File: config.mk
export PLATFORM = sky130hd
export DESIGN_NAME = priority_round_robin_task_scheduler_top
export DESIGN_NICKNAME = d
export VERILOG_FILES = /design/src/design/prrs_pkg.sv /design/src/design/prrs_table.sv /design/src/design/prrs_scan.sv /design/src/design/priority_round_robin_task_scheduler_top.sv
export SDC_FILE = /design/constraint.sdc
export NUM_CORES = 1
export LEC_CHECK = 0
export BUFFER_PORTS_ARGS = -buffer_cell sky130_fd_sc_hd__buf_4
export CAP_MARGIN = 20
export CORE_MARGIN = 5
export CORE_UTILIZATION = 35
export CTS_CLUSTER_DIAMETER = 50
export DETAILED_ROUTE_END_ITERATION = 8
export GPL_ROUTABILITY_DRIVEN = 1
export SLEW_MARGIN = 15
export SYNTH_ARGS = -nofsm -noshare
export SYNTH_HDL_FRONTEND = slang
export SYNTH_SLANG_ARGS = --single-unit
File: constraint.sdc
create_clock -name clk_i -period 4.8 [get_ports clk_i]
set_clock_uncertainty 0.2 [all_clocks]
set_input_delay 0.24 -clock clk_i [delete_from_list [all_inputs] [get_ports clk_i]]
set_output_delay 0.24 -clock clk_i [all_outputs]
set_load 0.01 [all_outputs]
File: src/design/prrs_pkg.sv
// ----------------------------------------------------------------------------
// prrs_pkg: shared types and constants of the task scheduler
// Holds the task table sizes, the event and status codes, and the interface
// types between the scheduler's sequencer, its task table and its scan unit.
// ----------------------------------------------------------------------------
`default_nettype none

package prrs_pkg;

  localparam int TaskSlots = 8;
  localparam int IdxW      = $clog2(TaskSlots);
  localparam int CntW      = $clog2(TaskSlots + 1);
  localparam int PrioW     = 8;
  localparam int SliceW    = 16;

  localparam logic [SliceW-1:0] SliceReset = SliceW'(10);

  typedef enum logic [1:0] {
    FUNC_TICK   = 2'd0,
    FUNC_YIELD  = 2'd1,
    FUNC_CREATE = 2'd2,
    FUNC_SET    = 2'd3
  } func_e;

  typedef enum logic [1:0] {
    TS_READY      = 2'd0,
    TS_RUNNING    = 2'd1,
    TS_BLOCKED    = 2'd2,
    TS_TERMINATED = 2'd3
  } task_state_e;

  typedef enum logic [1:0] {
    STAT_OK    = 2'd0,
    STAT_FULL  = 2'd1,
    STAT_RANGE = 2'd2,
    STAT_RSVD  = 2'd3
  } status_e;

  typedef enum logic [1:0] {
    SC_HOLD      = 2'd0,
    SC_START_PRI = 2'd1,
    SC_START_RR  = 2'd2,
    SC_STEP      = 2'd3
  } scan_cmd_e;

  // One write into the task table: state and, on creation, priority.
  typedef struct packed {
    logic              st_we;
    logic [IdxW-1:0]   addr;
    task_state_e       st_data;
    logic              pr_we;
    logic [PrioW-1:0]  pr_data;
  } tbl_wr_t;

  // What the scan unit reports about the entry under its pointer.
  typedef struct packed {
    logic [IdxW-1:0] ptr;
    logic            hit;
    logic            last;
    logic            found;
    logic [IdxW-1:0] best;
  } scan_stat_t;

  // Next task index, wrapping to zero at the task count.
  function automatic logic [IdxW-1:0] wrap_inc(input logic [IdxW-1:0] idx,
                                               input logic [CntW-1:0] cnt);
    logic [CntW-1:0] nxt;
    nxt = CntW'(idx) + CntW'(1);
    return (nxt == cnt) ? '0 : IdxW'(nxt);
  endfunction

endpackage

`default_nettype wire

File: src/design/prrs_table.sv
// ----------------------------------------------------------------------------
// prrs_table: task state and priority table
// One write port and one read address per cycle. States reset to terminated;
// priorities are only read for created tasks and need no reset.
// ----------------------------------------------------------------------------
`default_nettype none

module prrs_table (
  input  wire logic                        clk_i,
  input  wire logic                        rst_ni,
  input  wire prrs_pkg::tbl_wr_t           wr_i,
  input  wire logic [prrs_pkg::IdxW-1:0]   rd_addr_i,
  output prrs_pkg::task_state_e            rd_status_o,
  output logic [prrs_pkg::PrioW-1:0]       rd_prio_o
);

  prrs_pkg::task_state_e          status_q [prrs_pkg::TaskSlots];
  logic [prrs_pkg::PrioW-1:0]     prio_q   [prrs_pkg::TaskSlots];

  always_ff @(posedge clk_i or negedge rst_ni) begin
    if (!rst_ni) begin
      for (int i = 0; i < prrs_pkg::TaskSlots; i++) begin
        status_q[i] <= prrs_pkg::TS_TERMINATED;
      end
    end else if (wr_i.st_we) begin
      status_q[wr_i.addr] <= wr_i.st_data;
    end
  end

  always_ff @(posedge clk_i) begin
    if (wr_i.pr_we) begin
      prio_q[wr_i.addr] <= wr_i.pr_data;
    end
  end

  assign rd_status_o = status_q[rd_addr_i];
  assign rd_prio_o   = prio_q[rd_addr_i];

endmodule

`default_nettype wire

File: src/design/prrs_scan.sv
// ----------------------------------------------------------------------------
// prrs_scan: shared scan unit of the scheduler
// Walks the table one entry per cycle when stepped, from entry zero keeping
// the best ready priority, or round-robin from a given start entry.
// ----------------------------------------------------------------------------
`default_nettype none

module prrs_scan (
  input  wire logic                        clk_i,
  input  wire logic                        rst_ni,
  input  wire prrs_pkg::scan_cmd_e         cmd_i,
  input  wire logic [prrs_pkg::IdxW-1:0]   start_i,
  input  wire logic [prrs_pkg::CntW-1:0]   len_i,
  input  wire logic [prrs_pkg::CntW-1:0]   count_i,
  input  wire prrs_pkg::task_state_e       rd_status_i,
  input  wire logic [prrs_pkg::PrioW-1:0]  rd_prio_i,
  output prrs_pkg::scan_stat_t             stat_o
);

  logic [prrs_pkg::IdxW-1:0]  ptr_q, ptr_d;
  logic [prrs_pkg::CntW-1:0]  rem_q, rem_d;
  logic [prrs_pkg::IdxW-1:0]  best_q, best_d;
  logic [prrs_pkg::PrioW-1:0] best_pri_q, best_pri_d;
  logic                       found_q, found_d;
  logic                       hit;
  logic                       better;

  // The single compare: a ready entry with a strictly higher priority wins,
  // so the lowest index keeps a tie.
  assign hit    = (rd_status_i == prrs_pkg::TS_READY);
  assign better = hit && (rd_prio_i > best_pri_q);

  always_comb begin
    stat_o.ptr   = ptr_q;
    stat_o.hit   = hit;
    stat_o.last  = (rem_q == prrs_pkg::CntW'(1));
    stat_o.found = found_q | better;
    stat_o.best  = better ? ptr_q : best_q;
  end

  always_comb begin
    ptr_d      = ptr_q;
    rem_d      = rem_q;
    best_d     = best_q;
    best_pri_d = best_pri_q;
    found_d    = found_q;
    unique case (cmd_i)
      prrs_pkg::SC_HOLD: begin
      end
      prrs_pkg::SC_START_PRI: begin
        ptr_d      = '0;
        rem_d      = len_i;
        best_d     = '0;
        best_pri_d = '0;
        found_d    = 1'b0;
      end
      prrs_pkg::SC_START_RR: begin
        ptr_d = start_i;
        rem_d = len_i;
      end
      prrs_pkg::SC_STEP: begin
        ptr_d = prrs_pkg::wrap_inc(ptr_q, count_i);
        rem_d = rem_q - prrs_pkg::CntW'(1);
        if (better) begin
          best_d     = ptr_q;
          best_pri_d = rd_prio_i;
          found_d    = 1'b1;
        end
      end
      default: begin
      end
    endcase
  end

  always_ff @(posedge clk_i or negedge rst_ni) begin
    if (!rst_ni) begin
      ptr_q      <= '0;
      rem_q      <= '0;
      best_q     <= '0;
      best_pri_q <= '0;
      found_q    <= 1'b0;
    end else begin
      ptr_q      <= ptr_d;
      rem_q      <= rem_d;
      best_q     <= best_d;
      best_pri_q <= best_pri_d;
      found_q    <= found_d;
    end
  end

endmodule

`default_nettype wire

File: src/design/priority_round_robin_task_scheduler_top.sv
// ----------------------------------------------------------------------------
// priority_round_robin_task_scheduler_top: priority / round-robin scheduler
// Keeps eight task slots with state and priority, the current task, the task
// count and a time-slice counter, and handles one event word at a time.
// ----------------------------------------------------------------------------
//
//  Channel  Direction  Handshake                 Word
//  -------  ---------  ------------------------  --------------------------------
//  in       input      in_valid_i / in_ready_o   func, task_index, new_priority,
//                                                new_state
//  out      output     out_valid_o / out_ready_i running_task, switched,
//                                                created_id, status, tasks_in_use
//  cfg      input      cfg_valid_i / cfg_ready_o slice_length
//
// Create, set-state and a tick that does not expire pass through the execute
// and finish states to a valid result. A yield scans the table by priority and
// then, if nothing ready has a nonzero priority, round-robin, one entry per
// cycle through the single table read port and the shared scan unit. An
// expiring tick scans round-robin only. Reset clears the table to terminated
// at once; no clearing pass is needed. A finished word waits in the output
// register while the next event word is accepted; the sequencer stalls only
// when it has a second result and the first has not yet been taken.
// ----------------------------------------------------------------------------
`default_nettype none

module priority_round_robin_task_scheduler_top (
  input  wire logic                          clk_i,
  input  wire logic                          rst_ni,
  // Event words
  input  wire logic                          in_valid_i,
  output logic                               in_ready_o,
  input  wire logic [1:0]                    func_i,
  input  wire logic [prrs_pkg::IdxW-1:0]     task_index_i,
  input  wire logic [prrs_pkg::PrioW-1:0]    new_priority_i,
  input  wire logic [1:0]                    new_state_i,
  // Result words
  output logic                               out_valid_o,
  input  wire logic                          out_ready_i,
  output logic [prrs_pkg::IdxW-1:0]          running_task_o,
  output logic                               switched_o,
  output logic [prrs_pkg::IdxW-1:0]          created_id_o,
  output logic [1:0]                         status_o,
  output logic [prrs_pkg::CntW-1:0]          tasks_in_use_o,
  // Slice length register
  input  wire logic                          cfg_valid_i,
  output logic                               cfg_ready_o,
  input  wire logic [prrs_pkg::SliceW-1:0]   slice_length_i
);

  // Sequencer states.
  typedef enum logic [6:0] {
    S_IDLE   = 7'b0000001,
    S_EXEC   = 7'b0000010,
    S_PSCAN  = 7'b0000100,
    S_RSCAN  = 7'b0001000,
    S_OUTGO  = 7'b0010000,
    S_COMMIT = 7'b0100000,
    S_FINISH = 7'b1000000
  } fsm_e;

  fsm_e                         state_q, state_d;
  logic [prrs_pkg::IdxW-1:0]    cur_q, cur_d;
  logic [prrs_pkg::CntW-1:0]    count_q, count_d;
  logic [prrs_pkg::SliceW-1:0]  slice_left_q, slice_left_d;
  logic [prrs_pkg::SliceW-1:0]  slice_len_q;
  logic [prrs_pkg::SliceW-1:0]  slice_dec;

  // Latched event word and per-event working values.
  prrs_pkg::func_e              func_q;
  logic [prrs_pkg::IdxW-1:0]    tidx_q;
  logic [prrs_pkg::PrioW-1:0]   prio_q;
  prrs_pkg::task_state_e        nst_q;
  logic [prrs_pkg::IdxW-1:0]    old_q;
  logic [prrs_pkg::IdxW-1:0]    target_q, target_d;
  logic [prrs_pkg::IdxW-1:0]    created_q, created_d;
  prrs_pkg::status_e            stat_q, stat_d;

  // Output register.
  logic                         out_valid_q;
  logic [prrs_pkg::IdxW-1:0]    out_task_q;
  logic                         out_switched_q;
  logic [prrs_pkg::IdxW-1:0]    out_created_q;
  prrs_pkg::status_e            out_status_q;
  logic [prrs_pkg::CntW-1:0]    out_count_q;

  logic                         in_accept;
  logic                         out_load;

  prrs_pkg::tbl_wr_t            tbl_wr;
  logic [prrs_pkg::IdxW-1:0]    rd_addr;
  prrs_pkg::task_state_e        rd_status;
  logic [prrs_pkg::PrioW-1:0]   rd_prio;

  prrs_pkg::scan_cmd_e          scan_cmd;
  logic [prrs_pkg::IdxW-1:0]    scan_start;
  logic [prrs_pkg::CntW-1:0]    scan_len;
  prrs_pkg::scan_stat_t         scan_stat;

  prrs_table u_table (
    .clk_i       (clk_i),
    .rst_ni      (rst_ni),
    .wr_i        (tbl_wr),
    .rd_addr_i   (rd_addr),
    .rd_status_o (rd_status),
    .rd_prio_o   (rd_prio)
  );

  prrs_scan u_scan (
    .clk_i       (clk_i),
    .rst_ni      (rst_ni),
    .cmd_i       (scan_cmd),
    .start_i     (scan_start),
    .len_i       (scan_len),
    .count_i     (count_q),
    .rd_status_i (rd_status),
    .rd_prio_i   (rd_prio),
    .stat_o      (scan_stat)
  );

  assign in_ready_o  = (state_q == S_IDLE);
  assign in_accept   = in_valid_i && in_ready_o;
  assign cfg_ready_o = 1'b1;
  assign out_load    = (state_q == S_FINISH) && (!out_valid_q || out_ready_i);

  // The slice counts down but never below zero.
  assign slice_dec = (slice_left_q == '0) ? '0 : slice_left_q - prrs_pkg::SliceW'(1);

  always_comb begin
    state_d      = state_q;
    cur_d        = cur_q;
    count_d      = count_q;
    slice_left_d = slice_left_q;
    target_d     = target_q;
    created_d    = created_q;
    stat_d       = stat_q;
    tbl_wr       = '0;
    rd_addr      = scan_stat.ptr;
    scan_cmd     = prrs_pkg::SC_HOLD;
    scan_start   = prrs_pkg::wrap_inc(cur_q, count_q);
    scan_len     = count_q;

    unique case (state_q)
      S_IDLE: begin
        if (in_accept) begin
          created_d = '0;
          stat_d    = prrs_pkg::STAT_OK;
          state_d   = S_EXEC;
        end
      end

      S_EXEC: begin
        rd_addr = cur_q;
        state_d = S_FINISH;
        unique case (func_q)
          prrs_pkg::FUNC_CREATE: begin
            if (count_q == prrs_pkg::CntW'(prrs_pkg::TaskSlots)) begin
              stat_d = prrs_pkg::STAT_FULL;
            end else begin
              tbl_wr.st_we   = 1'b1;
              tbl_wr.addr    = prrs_pkg::IdxW'(count_q);
              tbl_wr.st_data = prrs_pkg::TS_READY;
              tbl_wr.pr_we   = 1'b1;
              tbl_wr.pr_data = prio_q;
              created_d      = prrs_pkg::IdxW'(count_q);
              count_d        = count_q + prrs_pkg::CntW'(1);
            end
          end
          prrs_pkg::FUNC_SET: begin
            if (prrs_pkg::CntW'(tidx_q) >= count_q) begin
              stat_d = prrs_pkg::STAT_RANGE;
            end else begin
              tbl_wr.st_we   = 1'b1;
              tbl_wr.addr    = tidx_q;
              tbl_wr.st_data = nst_q;
            end
          end
          prrs_pkg::FUNC_TICK: begin
            slice_left_d = slice_dec;
            // Only the other tasks are candidates, so one task never switches.
            if (slice_dec == '0 && count_q > prrs_pkg::CntW'(1)) begin
              scan_cmd = prrs_pkg::SC_START_RR;
              scan_len = count_q - prrs_pkg::CntW'(1);
              state_d  = S_RSCAN;
            end
          end
          prrs_pkg::FUNC_YIELD: begin
            if (count_q != '0) begin
              // The yielding task becomes a candidate of its own scan.
              if (rd_status == prrs_pkg::TS_RUNNING) begin
                tbl_wr.st_we   = 1'b1;
                tbl_wr.addr    = cur_q;
                tbl_wr.st_data = prrs_pkg::TS_READY;
              end
              scan_cmd = prrs_pkg::SC_START_PRI;
              state_d  = S_PSCAN;
            end
          end
          default: begin
          end
        endcase
      end

      S_PSCAN: begin
        scan_cmd = prrs_pkg::SC_STEP;
        if (scan_stat.last) begin
          if (scan_stat.found) begin
            target_d = scan_stat.best;
            state_d  = S_COMMIT;
          end else begin
            // All ready tasks have priority zero: fall back to round-robin,
            // which comes back to the current task last.
            scan_cmd = prrs_pkg::SC_START_RR;
            state_d  = S_RSCAN;
          end
        end
      end

      S_RSCAN: begin
        if (scan_stat.hit) begin
          target_d = scan_stat.ptr;
          state_d  = (func_q == prrs_pkg::FUNC_TICK) ? S_OUTGO : S_COMMIT;
        end else if (scan_stat.last) begin
          if (func_q == prrs_pkg::FUNC_TICK) begin
            state_d = S_FINISH;
          end else begin
            target_d = cur_q;
            state_d  = S_COMMIT;
          end
        end else begin
          scan_cmd = prrs_pkg::SC_STEP;
        end
      end

      S_OUTGO: begin
        rd_addr = cur_q;
        if (rd_status == prrs_pkg::TS_RUNNING) begin
          tbl_wr.st_we   = 1'b1;
          tbl_wr.addr    = cur_q;
          tbl_wr.st_data = prrs_pkg::TS_READY;
        end
        state_d = S_COMMIT;
      end

      S_COMMIT: begin
        tbl_wr.st_we   = 1'b1;
        tbl_wr.addr    = target_q;
        tbl_wr.st_data = prrs_pkg::TS_RUNNING;
        cur_d          = target_q;
        slice_left_d   = slice_len_q;
        state_d        = S_FINISH;
      end

      S_FINISH: begin
        if (out_load) begin
          state_d = S_IDLE;
        end
      end

      default: begin
        state_d = S_IDLE;
      end
    endcase
  end

  always_ff @(posedge clk_i or negedge rst_ni) begin
    if (!rst_ni) begin
      state_q      <= S_IDLE;
      cur_q        <= '0;
      count_q      <= '0;
      slice_left_q <= prrs_pkg::SliceReset;
      slice_len_q  <= prrs_pkg::SliceReset;
      out_valid_q  <= 1'b0;
    end else begin
      state_q      <= state_d;
      cur_q        <= cur_d;
      count_q      <= count_d;
      slice_left_q <= slice_left_d;
      if (cfg_valid_i && cfg_ready_o) begin
        slice_len_q <= slice_length_i;
      end
      if (out_load) begin
        out_valid_q <= 1'b1;
      end else if (out_ready_i) begin
        out_valid_q <= 1'b0;
      end
    end
  end

  always_ff @(posedge clk_i) begin
    if (in_accept) begin
      func_q <= prrs_pkg::func_e'(func_i);
      tidx_q <= task_index_i;
      prio_q <= new_priority_i;
      nst_q  <= prrs_pkg::task_state_e'(new_state_i);
      old_q  <= cur_q;
    end
    target_q  <= target_d;
    created_q <= created_d;
    stat_q    <= stat_d;
    if (out_load) begin
      out_task_q     <= cur_q;
      out_switched_q <= (cur_q != old_q);
      out_created_q  <= created_q;
      out_status_q   <= stat_q;
      out_count_q    <= count_q;
    end
  end

  assign out_valid_o    = out_valid_q;
  assign running_task_o = out_task_q;
  assign switched_o     = out_switched_q;
  assign created_id_o   = out_created_q;
  assign status_o       = out_status_q;
  assign tasks_in_use_o = out_count_q;

  // The task count never passes the number of slots.
  a_count_bound : assert property (@(posedge clk_i) disable iff (!rst_ni)
    count_q <= prrs_pkg::CntW'(prrs_pkg::TaskSlots))
    else $error("task count beyond slot count");

  // The current task is always one that has been created.
  a_cur_created : assert property (@(posedge clk_i) disable iff (!rst_ni)
    count_q != '0 |-> prrs_pkg::CntW'(cur_q) < count_q)
    else $error("current task not created");

  // A refused create or set-state never changes the current task.
  a_err_no_switch : assert property (@(posedge clk_i) disable iff (!rst_ni)
    out_valid_o && status_o != prrs_pkg::STAT_OK |-> !switched_o)
    else $error("switch reported on a refused event");

  // The scan pointer stays inside the created tasks while scanning.
  a_scan_in_range : assert property (@(posedge clk_i) disable iff (!rst_ni)
    (state_q == S_PSCAN || state_q == S_RSCAN) |->
      prrs_pkg::CntW'(scan_stat.ptr) < count_q)
    else $error("scan pointer beyond task count");

endmodule

`default_nettype wire
==> flow_summary_export.csv <==
group,metric,value,unit
outcome,status,"finished, final reports clean",
worst_setup_path,cp.required,4.94,ns
timing,finalHoldViolCount,0,
synth,ys_types,80,
global_routing,grt_usage,0.153,
global_routing,grt_max_degree,49,
synth,yosys_warnings,0,
timing,finalCritPeriodShare,0.910,
placement,globalplace.congestion,0.893,
worst_setup_path,path_cells,"or4_4 > nor4_2 > or2_1 > buf_12 > nand2_1 > nand3_1 > nand2_1 > o21ai_0 > ha_1 > nor2b_1 > o21a_1 > o21ai_0 > a21o_1 > nor3_2 > a2bb2oi_2 > buf_4 > a32o_1 > a211oi_1",
final_layout,nFillCells,2525,
worst_setup_path,crit_path_end_kind,"register",
synth,synthArstFlopShare,0.443,
floorplanning,ios,52,
synth,synth_area,9290,sq um
worst_setup_path,critical-path-slowest-cell,"or4_4",
floorplanning,die_h,173,um
clock_tree,cts_tree,"built",
synth,synth_area_leaders,"edfxtp_1 33%, dfrtp_1 16%, dfstp_2 5.9%, nand2_1 4.9%, mux2_2 3.5%",
clock_tree,insertion_delay,0.44,ns
worst_setup_path,critPathKind,"register to register",
final_layout,antenna_cells,0,
floorplanning,dieArea,29900,sq um
floorplanning,start_util,0.355,
global_routing,grt_pass1_wl,37100,um
clock_tree,cts_buffers,17,
run,maxCapViolCount,0,
timing,finalSetupTns,0,ns
worst_setup_path,worstPathArrival,4.51,ns
detailed_routing,routed_wl,22900,um
detailed_routing,vias,6951,
synth,postSynthCellCount,858,
synth,ys_seq_elements,185,
synth,yosys_most_used_dff,"edfxtp_1",
worst_setup_path,critPathMaxFanout,34,
pwr,leakagePower,4.47,nW
detailed_routing,wl_per_cell,17.5,um
floorplanning,core_area,26100,sq um
final_layout,drive_above_1_share,0.209,
clock_tree,clockBufferDepth,2,
timing,setup_violations,0,
floorplanning,rows,59,
synth,ys_seq_area_frac,0.557,
final_layout,nets,1014,
synth,avgSynthCellArea,10.8,sq um
min_path,min_path_type,"input port to register",
clock_tree,htree_num_levels,4,
placement,placed_cells,1241,
synth,syn_nets,913,
worst_setup_path,path_buf_inv,2,
detailed_routing,drt_first_pass_iters,5,
final_layout,fin_cells,1307,
timing,min_period,4.37,ns
timing,relSlewSlack,0.361,
global_routing,grt_pass1_vias,6725,
clock_tree,clk_pin_slew,0.07,ns
clock_tree,ctsResizeCount,0,
timing,clock.fmax,0.229,GHz
timing,drv_slew,0,
worst_setup_path,crit_start,"state_q[2]",
pwr,peakVddDrop,263,uV
detailed_routing,detail-route-antenna-nets,0,
timing,rsz0062_at_grt,"no",
clock_tree,cts-root-buf,"clkbuf_16",
worst_setup_path,critical_path.top_delay_family,"simple AND/OR/NAND/NOR gates",
min_path,hp-start,"cfg_valid_i",
worst_setup_path,max_stage_delay,0.60,ns
floorplanning,die_w,173,um
final_layout,syn_to_final_growth,20.1,%
global_routing,grt_overflow,0,
placement,dpl.hpwl,15900,um
synth,yosysTopAreaCellShare,0.333,
detailed_routing,drcViolationCount,0,
synth,yosysMostFrequentCell,"nand2_1",
placement,portBuffers,50,
synth,synth_edf_count,103,
global_routing,antenna_found_initial,0,
worst_setup_path,r2r-start,"state_q[2]",
pwr,powerDensity,445,nW/um^2
detailed_routing,initialDrtViolationCount,640,
detailed_routing,viasPerCell,5.32,
timing,tightest_slew,0.956,ns
worst_setup_path,start_kind,"register",
synth,synth_area_leader_cell,"edfxtp_1",
synth,synthTopCellsByCount,"121 x nand2_1, 103 x edfxtp_1, 61 x dfrtp_1",
clock_tree,cts.sinks,185,
==> repair_timing <==
item	4_1_cts	5_1_grt
hold buffers	34	0
hold endpoints to repair	63	0
buffers inserted	0	0
==> per-stage QoR <==
stage / worst slack [ns] / hold WS, ns / instance area [sq um] / total power [mW] / utilization
CTS: 0.425 / 0.0209 / 11200 / 4.99 / 0.427
global placement: 0.523 / 0.105 / 10200 / 3.52 / 0.391
global route: 0.103 / 0.0351 / 11200 / 5.26 / 0.427
floorplan: 0.583 / -0.256 / 9290 / 3.07 / -
finish: 0.433 / 0.0221 / 11200 / 4.97 / 0.427
detailed placement: 0.466 / 0.105 / 10200 / 3.55 / 0.391
==> report_power, final <==
part	leakage [nW]	switching (mW)	internal, mW
clock	0.281	0.640	0.779
sequential	1.99	0.194	1.90
combinational	2.19	0.867	0.589
==> cells in the final DEF (no fill, tap or decap), drive strengths merged, types with 27 or more instances in the layout <==
cell / count
dfrtp: 61
dlygate4sd3: 34
mux2: 32
o21ai: 50
inv: 35
a21oi: 36
nor3: 27
nor2: 57
nand2: 122
edfxtp: 103
buf: 90
nand3: 52
==> flip-flops by register name (all words and copies together) (netlist names), 7 cells and up <==
name / count
u_scan.best_pri_q: 8
slice_len_q: 16
state_q: 7
prio_q: 8
u_table.status_q: 16
slice_left_q: 16
u_table.prio_q: 64
==> worst register-to-register path: cells and delay by family, from the launching register on <==
family                     cells  cell delay (ns)
buffers and inverters          2             0.36
adders and majority gates      1             0.32
and+or+nand+nor                8             1.49
AOI/OAI and AO/OA              7             1.45
DFF                            1             0.45
==> logic make-up after synthesis <==
kind of cell	Yosys count	share of synthesized area
flip-flops	185	0.557
other	1	0.000404
AO/OA/AOI/OAI	179	0.136
XOR/XNOR	16	0.0151
buffers and inverters	72	0.0315
multiplexers	44	0.0517
adder cells (fa/ha/maj)	19	0.0256
AND/OR/NAND/NOR	342	0.183
==> final cells by class <==
class / instances / area [sq um] / area share
flip-flops and latches: 185 / 5170 / 0.463
multi-input cells: 601 / 3840 / 0.344
repair buffers: 124 / 1030 / 0.0922
clock buffers: 17 / 425 / 0.0381
well taps: 335 / 419 / 0.0376
clock inverters: 15 / 164 / 0.0147
inverters: 30 / 113 / 0.0101
==> per-layer routing <==
metal  vias to the layer above  GRT usage  part of all wire  wire [um]
met3                        29     0.0264             0.044       1010
met2                       167      0.239              0.46      10600
met5                         -          0                 0          0
met1                      3406      0.219              0.48      10900
met4                         0     0.0449             0.017        379
li1                       3349          -                 -          -
==> worst paths after layout <==
| path | to | slack (ns) | depth (start not counted) |
|---|---|---|---|
| max in group asynchronous | state_q[0] | 3.27 | 3 |
| worst min register to register | created_id_o[0] | 0.21 | 0 |
| worst min-delay path | slice_len_q[4] | 0.02 | 2 |
| min in group asynchronous | slice_len_q[7] | 0.16 | 2 |
| worst max-delay path | u_scan.rem_q[3] | 0.43 | 18 |
| worst max register to register | u_scan.rem_q[3] | 0.43 | 18 |
No activity file was read; power rests on OpenSTA's default activity.
